<file path="config.mk">
export PLATFORM = sky130hd
export DESIGN_NAME = aigsim_useq
export DESIGN_NICKNAME = d
export VERILOG_FILES = /design/src/aigsim_pkg.sv /design/src/aigsim_useq.sv
export SDC_FILE = /design/constraint.sdc
export NUM_CORES = 1
export LEC_CHECK = 0
export BUFFER_PORTS_ARGS = -buffer_cell sky130_fd_sc_hd__buf_2
export CORE_AREA = 2 2 39 41
export CTS_CLUSTER_DIAMETER = 200
export DETAILED_ROUTE_END_ITERATION = 10
export DIE_AREA = 0 0 41 43
export PLACE_DENSITY = 0.73
export SYNTH_ARGS = -nofsm -noshare
export SYNTH_HDL_FRONTEND = slang
export SYNTH_SLANG_ARGS = --single-unit
</file>
<file path="constraint.sdc">
create_clock -name clk -period 3 [get_ports clk]
set_input_delay 0.6 -clock clk [delete_from_list [all_inputs] [get_ports clk]]
set_output_delay 0.6 -clock clk [all_outputs]
set_load 0.02 [all_outputs]
</file>
<file path="src/aigsim_pkg.sv">
// Shared types, codes and microprogram of the and-inverter graph simulator.
`default_nettype none

package aigsim_pkg;

	// Operation codes of an input item
	localparam logic [1:0] OP_WRITE = 2'd0;
	localparam logic [1:0] OP_AND   = 2'd1;
	localparam logic [1:0] OP_COPY  = 2'd2;
	localparam logic [1:0] OP_READ  = 2'd3;

	// Configuration register index
	localparam logic REG_ACTIVE_WORDS = 1'b0;

	localparam logic [2:0]  ACTIVE_WORDS_RST = 3'd4;
	localparam logic [31:0] ALL_ONES         = 32'hffff_ffff;

	// Input item
	typedef struct packed {
		logic [1:0]  op;
		logic [9:0]  node_id;
		logic [9:0]  fanin_a;
		logic [9:0]  fanin_b;
		logic        invert_a;
		logic        invert_b;
		logic [1:0]  word_index;
		logic [31:0] pattern_word;
	} item_t;

	// Result item
	typedef struct packed {
		logic [31:0] read_word;
		logic        is_read;
	} result_t;

	// Microprogram addresses
	typedef logic [3:0] upc_t;
	localparam upc_t S_IDLE = 4'd0;
	localparam upc_t S_WR   = 4'd1;
	localparam upc_t S_AND0 = 4'd2;
	localparam upc_t S_AND1 = 4'd3;
	localparam upc_t S_CPY0 = 4'd4;
	localparam upc_t S_CPY1 = 4'd5;
	localparam upc_t S_EMIT = 4'd6;
	localparam upc_t S_RD1  = 4'd7;
	localparam upc_t S_RD0  = 4'd8;

	// Next-step selection
	typedef enum logic [2:0] {
		COND_ALWAYS   = 3'd0,  // go to target
		COND_DISPATCH = 3'd1,  // on accept, go to the entry of the op
		COND_ZERO     = 3'd2,  // no active words: target, else next step
		COND_LOOP     = 3'd3,  // more words: stay, else target
		COND_WAIT     = 3'd4   // output slot free: target, else stay
	} cond_t;

	// One control word
	typedef struct packed {
		logic  rd_fanin;  // read the fanins at the read word counter (the second only with use_b)
		logic  rd_node;   // read node_id at word_index
		logic  wr_pat;    // write pattern_word to node_id at word_index
		logic  wr_logic;  // write the gate result at the write word counter
		logic  use_b;     // gate uses the second fanin
		logic  emit;      // load the output register
		logic  is_read;   // result carries read data
		cond_t cond;
		upc_t  target;
	} ctrl_t;

	// Status fed back into the sequencer
	typedef struct packed {
		logic       accept;
		logic [1:0] op;
		logic       zero;
		logic       more;
		logic       slot_free;
	} seq_flags_t;

	// Microprogram ROM
	function automatic ctrl_t ucode(upc_t addr);
		ctrl_t cw;
		cw = '{rd_fanin: 1'b0, rd_node: 1'b0, wr_pat: 1'b0, wr_logic: 1'b0, use_b: 1'b0,
			emit: 1'b0, is_read: 1'b0, cond: COND_DISPATCH, target: S_IDLE};
		unique case (addr)
			S_IDLE: begin
				cw.cond = COND_DISPATCH;
			end
			S_WR: begin
				cw.wr_pat = 1'b1;
				cw.cond   = COND_ALWAYS;
				cw.target = S_EMIT;
			end
			S_AND0: begin
				cw.rd_fanin = 1'b1;
				cw.use_b    = 1'b1;
				cw.cond     = COND_ZERO;
				cw.target   = S_EMIT;
			end
			S_AND1: begin
				cw.rd_fanin = 1'b1;
				cw.wr_logic = 1'b1;
				cw.use_b    = 1'b1;
				cw.cond     = COND_LOOP;
				cw.target   = S_EMIT;
			end
			S_CPY0: begin
				cw.rd_fanin = 1'b1;
				cw.cond     = COND_ZERO;
				cw.target   = S_EMIT;
			end
			S_CPY1: begin
				cw.rd_fanin = 1'b1;
				cw.wr_logic = 1'b1;
				cw.cond     = COND_LOOP;
				cw.target   = S_EMIT;
			end
			S_EMIT: begin
				cw.emit   = 1'b1;
				cw.cond   = COND_WAIT;
				cw.target = S_IDLE;
			end
			S_RD1: begin
				cw.emit    = 1'b1;
				cw.is_read = 1'b1;
				cw.cond    = COND_WAIT;
				cw.target  = S_IDLE;
			end
			S_RD0: begin
				cw.rd_node = 1'b1;
				cw.cond    = COND_ALWAYS;
				cw.target  = S_RD1;
			end
			default: begin
				cw.cond   = COND_ALWAYS;
				cw.target = S_IDLE;
			end
		endcase
		return cw;
	endfunction

	// Entry step of each operation
	function automatic upc_t dispatch(logic [1:0] op);
		upc_t entry;
		unique case (op)
			OP_WRITE: entry = S_WR;
			OP_AND:   entry = S_AND0;
			OP_COPY:  entry = S_CPY0;
			OP_READ:  entry = S_RD0;
			default:  entry = S_IDLE;
		endcase
		return entry;
	endfunction

endpackage

`default_nettype wire

</file>
<file path="src/aigsim_useq.sv">
// Microcode sequencer: step counter, control ROM and jump logic.
`default_nettype none

module aigsim_useq
	import aigsim_pkg::*;
(
	input  wire logic       clk,
	input  wire logic       arst_n,
	input  wire seq_flags_t flags,
	output ctrl_t           cw
);

	upc_t upc_q;
	upc_t upc_nxt;

	assign cw = ucode(upc_q);

	// Next step
	always_comb begin
		unique case (cw.cond)
			COND_ALWAYS:   upc_nxt = cw.target;
			COND_DISPATCH: upc_nxt = flags.accept ? dispatch(flags.op) : upc_q;
			COND_ZERO:     upc_nxt = flags.zero ? cw.target : upc_t'(upc_q + 1'b1);
			COND_LOOP:     upc_nxt = flags.more ? upc_q : cw.target;
			COND_WAIT:     upc_nxt = flags.slot_free ? cw.target : upc_q;
			default:       upc_nxt = S_IDLE;
		endcase
	end

	always_ff @(posedge clk or negedge arst_n) begin
		if (!arst_n) begin
			upc_q <= S_IDLE;
		end else begin
			upc_q <= upc_nxt;
		end
	end

endmodule

`default_nettype wire

</file>
# After elaboration in Yosys (flattened, before gate mapping)
# Index checks and enable logic that the tools add are counted.
# op_classes
n_reduce_logical	10
n_eq_ne	18
n_addsub	1
mux	15
# ops
operator	n
4-bit one-hot mux with 5 select lines	1
4-bit by 3-bit equality test with 1-bit output, second input constant	4
4-bit two-way mux	4
4-bit one-hot mux with 4 select lines	1
3-bit one-hot mux with 4 select lines	1
4-bit by 2-bit equality test with 1-bit output, second input constant	2
2-bit OR reduction	4
1-bit two-way mux	7
3-bit by 2-bit equality test with 1-bit output, second input constant	2
2-bit inequality test, second input constant	3
3-bit one-hot mux with 2 select lines	1
5-bit OR reduction	1
4-bit by 1-bit adder with 4-bit output, second input constant	1
2-bit equality test, second input constant	2
4-bit by 1-bit equality test with 1-bit output, second input constant	1
4-bit equality test, second input constant	1
4-bit zero test	1
4-bit OR reduction	1
3-bit by 1-bit equality test with 1-bit output, second input constant	1
3-bit equality test, second input constant	1
3-bit zero test	1
3-bit AND reduction	1
2-bit by 1-bit equality test with 1-bit output, second input constant	1
2-bit zero test	1
# totals
elab_cells	45
output_inout_bits	14
regBits	4

# Logic depth before layout (Yosys ltp)
# depth
depth_word	6
depth_mapped	8

# Worst setup path before layout
# OpenSTA, ideal clock, no wires.
# synth_timing
path_type	flip-flop to output port
start	reg upc_q[0]
end	out cw[2] in the netlist's numbering
arrival_time_ns	1.897
path_stages_with_launch	8
n_path_buf	2
path_slack_ns	0.503
path_cell_list	dfrtp_1 > inv_1 > ha_1 > buf_2 > o21ai_1 > a21oi_1 > or3_1 > buf_4
# synth_rtl
element	line_no	text
from (decl)	aigsim_useq.sv:13	upc_t upc_q;
from (signal assigned)	aigsim_useq.sv:34	upc_q <= upc_nxt;
to (decl)	aigsim_useq.sv:10	output ctrl_t cw

==> results list <==
* Status: complete, no violations
- After floorplanning, the core was sized to cover 0.00138 mm^2.
- Yosys top cell by area: sky130_fd_sc_hd__dfrtp_1
- Post-place instance area: between 600 and 700 um^2
* Buffers & Inverters on Critical Path: 2
* Skew-Pair Late Insertion Delay: 0.23 ns
* TritonCTS Buffers: 3
* First-iteration detailed-routing DRC count: 8
- Initial antenna violation count: 0
* Reg2Reg Setup Slack: 0.97 ns
- The worst-case IR drop observed on VDD is between 0.0004 and 0.0005 V.
* Fraction of post-synthesis cell area in the top cell type by area: 16.9%
- Post-synthesis sequential element count: 4
- Buffers added to address setup during post-CTS repair amount to 0.
* Worst-case clock skew: about 0.0031 ns
- Entering global routing, the biggest net connects 20 pins.
- Sequential elements use 16.9% of the synthesized area.
- The final route contains 584 vias.
- Area growth from synthesis to layout: 14.8%
- Required time at the endpoint of the critical path: roughly 2.4 ns
- For met1 alone, demand over resource in global routing was 23.9%.
- Largest delay contributor family on the critical path: flip-flops
- In this run, synthesis inferred 0 flip-flops with an integrated enable.
- Fraction of layout cells with a size suffix above 1: 34.8%
- In this run the worst path has a maximum fanout of 10.
* Critical path cell sequence: inv_1 > ha_1 > o21ai_1 > a21oi_1 > or3_1 > buf_2
* Setup_tns: 0 ns
- Category of the critical setup timing path: register to output pin
- Clock period minus final worst setup slack: 2.57 ns
- Slack of the critical path: approximately 0.43 ns
- For this design the ratio of total power to cell area is between 1000 and 1500 mW/mm^2.
- Across the run, the number of max-cap violations was 0.
* Max reg flops: 4
* Floorplan die area: 0.00176 mm^2
- Average detailed-routed wire length per instance: 12.4 um
- Via count of the first global-routing pass: 530
- Cell chosen for the clock root: sky130_fd_sc_hd__clkbuf_4
* Met3 layer usage reported by global route: 5.24%
- Summing the areas of all xor and xnor instances in the mapped netlist gives 0% of the synthesized area.
- After layout, the worst path uses 85.8% of the clock period.
* Most common library cells after synthesis: sky130_fd_sc_hd__inv_1, sky130_fd_sc_hd__nor2_1
* Clock sink count: 4
- Prior to clock tree synthesis, the placed netlist has a worst setup slack of 0.674 ns.
- Final number of setup-violating endpoints: 0
* First drt pass iteration count: 4
* Netlist Area Pre-Place: ~590 um^2
- Top cells by area, synth: sky130_fd_sc_hd__dfrtp_1, sky130_fd_sc_hd__ha_1, sky130_fd_sc_hd__buf_4, sky130_fd_sc_hd__inv_1, sky130_fd_sc_hd__nor2_1
* Proportion of register bits with asynchronous set or reset after synthesis: 100%
- In this run the worst hold path is classified as input port to async pin.
* Most used flip-flop cell after synthesis: sky130_fd_sc_hd__dfrtp_1
- The slowest stage of the critical path belongs to the cell sky130_fd_sc_hd__dfrtp_1.
- # fillers: around 140
- TritonCTS built the clock tree.
* I/O pins: 22
- After synthesis, the largest family of logic cells by area is simple AND/OR/NAND/NOR gates.
- Static leakage: roughly 0.00036 uW
* Largest regs: upc_q (4)
- A synthesized cell averages 8.01 um^2.
* Number of warnings printed during yosys synthesis: 0
- Type of element capturing the critical path: output pin
- Total global-route track usage: 17.9%
- Overflow left after global routing: 0
- The synthesized netlist devotes 23.8% of its cell area to compound gates.
- Clock transition time at the flip-flop clock pins of the worst setup and hold paths: approximately 0.04 ns
- After Yosys synthesis, and, or, nand and nor cells account for 33.8% of the synthesized area.
- Net total in the final layout: approximately 100
- Mux share of post-synthesis cell area: roughly 3.4%
* Syn_nets: 86
- The first global-routing pass estimated 2170 um of wire.
* Post-Syn Instances: 74
* Total length of routed wires: approximately 1300 um
* Distinct cell type count after synthesis: 39
- Global Route met2 Usage: around a quarter
* Max H-tree Level: 1
- Headroom to the max-slew limit came out at 64.3%.
- Based on the critical path, the design can be clocked at up to 389 MHz.
- In this run the remaining antenna-violating nets after routing total 0.
- Row generation in the floorplan step produced 14 rows.
- Number of endpoints with negative hold slack in the final report: 0
- 0 antenna diodes ended up in the layout.
- Gp weighted congestion: 0.803
- Cell area after layout: a little under 700 um^2
* Worst Max-Slew Pin Slew: between 0.5 and 0.6 ns
- Count of unresolved DRC violations after routing: 0
* FF-to-FF End: upc_q[1]$_DFFE_PN0P_
- Detail-routed via count per cell: 5.56
- The worst setup path is launched from a register.
- Port bufs: 20
* Most heavily used metal layer in global routing: met2
* Register with the most flip-flops: upc_q
- Post-cts gate resize count: 0
* Number of pins with negative max-slew slack in the final report: 0
- The die is 43 um tall.
- Setup repair after global routing missed its margin: false
- Post-Synth Adder-Cell Area: ~8.4%
- Worst-case reg-to-reg path depth: 7
- Arrival time of data at the critical path endpoint: around 2.0 ns
* Detailed-placement wirelength estimate: 968 um
- Critical R2R Launch: upc_q[0]$_DFFE_PN0P_
- Die X-Extent: ~40 um
- Initial Utilization: a little over two fifths
- Highest cell delay on the worst timing path: 0.40 ns
- Hold-fix buffers, CTS: 0
* Clock tree buffer depth: 2
==> metal layers <==
layer,share of wire [%],wire length [um],vias to the layer above
met5,0,0,-
met4,1.2,16,0
met3,5.1,66,2
met2,47,617,22
met1,46,605,268
li1,-,-,292
==> area by class of cell <==
cell class,count,area [um^2],share of cell area [%]
Clock buffer,3,22.5,3.31
Inverter,6,22.5,3.31
Multi-Input combinational cell,56,415,61.0
Sequential cell,4,100,14.7
Tap cell,16,20.0,2.94
Timing Repair Buffer,20,100,14.7
==> metrics by stage <==
stage	hold slack (ns)	std cells	power [uW]	utilization, %
CTS	0.153	105	786	49.2
floorplan	0.304	74	604	-
detailed placement	0.405	102	714	47.6
global route	0.165	105	861	49.2
finish	0.164	105	781	49.2
global placement	0.403	102	703	47.6
==> where the power goes <==
| part | switching, uW | internal [uW] | leakage, uW |
|---|---|---|---|
| logic | 339 | 254 | 0.000293 |
| registers | 49.9 | 73.7 | 0.0000526 |
| clock network | 19.5 | 44.6 | 0.0000138 |
| total | 408 | 372 | 0.000359 |
==> worst max path at each step <==
stage | startpoint | to | slack [ns] | cells past startpoint
after detailed placement | upc_q[0]$_DFFE_PN0P_ | cw[2] | 0.67 | 6
after global placement | upc_q[0]$_DFFE_PN0P_ | cw[2] | 0.73 | 6
final | upc_q[0]$_DFFE_PN0P_ | cw[2] | 0.43 | 6
after CTS | upc_q[0]$_DFFE_PN0P_ | cw[2] | 0.42 | 6
after floorplan | upc_q[0]$_DFFE_PN0P_ | cw[2] | 0.50 | 7
after global routing | upc_q[0]$_DFFE_PN0P_ | cw[1] | 0.22 | 6
==> kinds of logic after synthesis <==
kind of cell             Yosys count
AND/OR/NAND/NOR                   31
AO/OA/AOI/OAI                     18
buffers and inverters             14
adder cells (fa/ha/maj)            4
flip-flops                         4
multiplexers                       2
other                              1
==> placed cells by master (no fill, tap or decap), types with 3 or more instances in the layout <==
cell / Yosys / layout
sky130_fd_sc_hd__nor2_1: 6 / 6
sky130_fd_sc_hd__inv_1: 6 / 6
sky130_fd_sc_hd__buf_2: 2 / 20
sky130_fd_sc_hd__ha_1: 4 / 4
sky130_fd_sc_hd__o21ai_0: 3 / 3
sky130_fd_sc_hd__nand2_1: 4 / 4
sky130_fd_sc_hd__nor3b_1: 3 / 3
sky130_fd_sc_hd__dfrtp_1: 4 / 4
sky130_fd_sc_hd__clkbuf_4: 0 / 3
(Power assumes the default switching activity.)
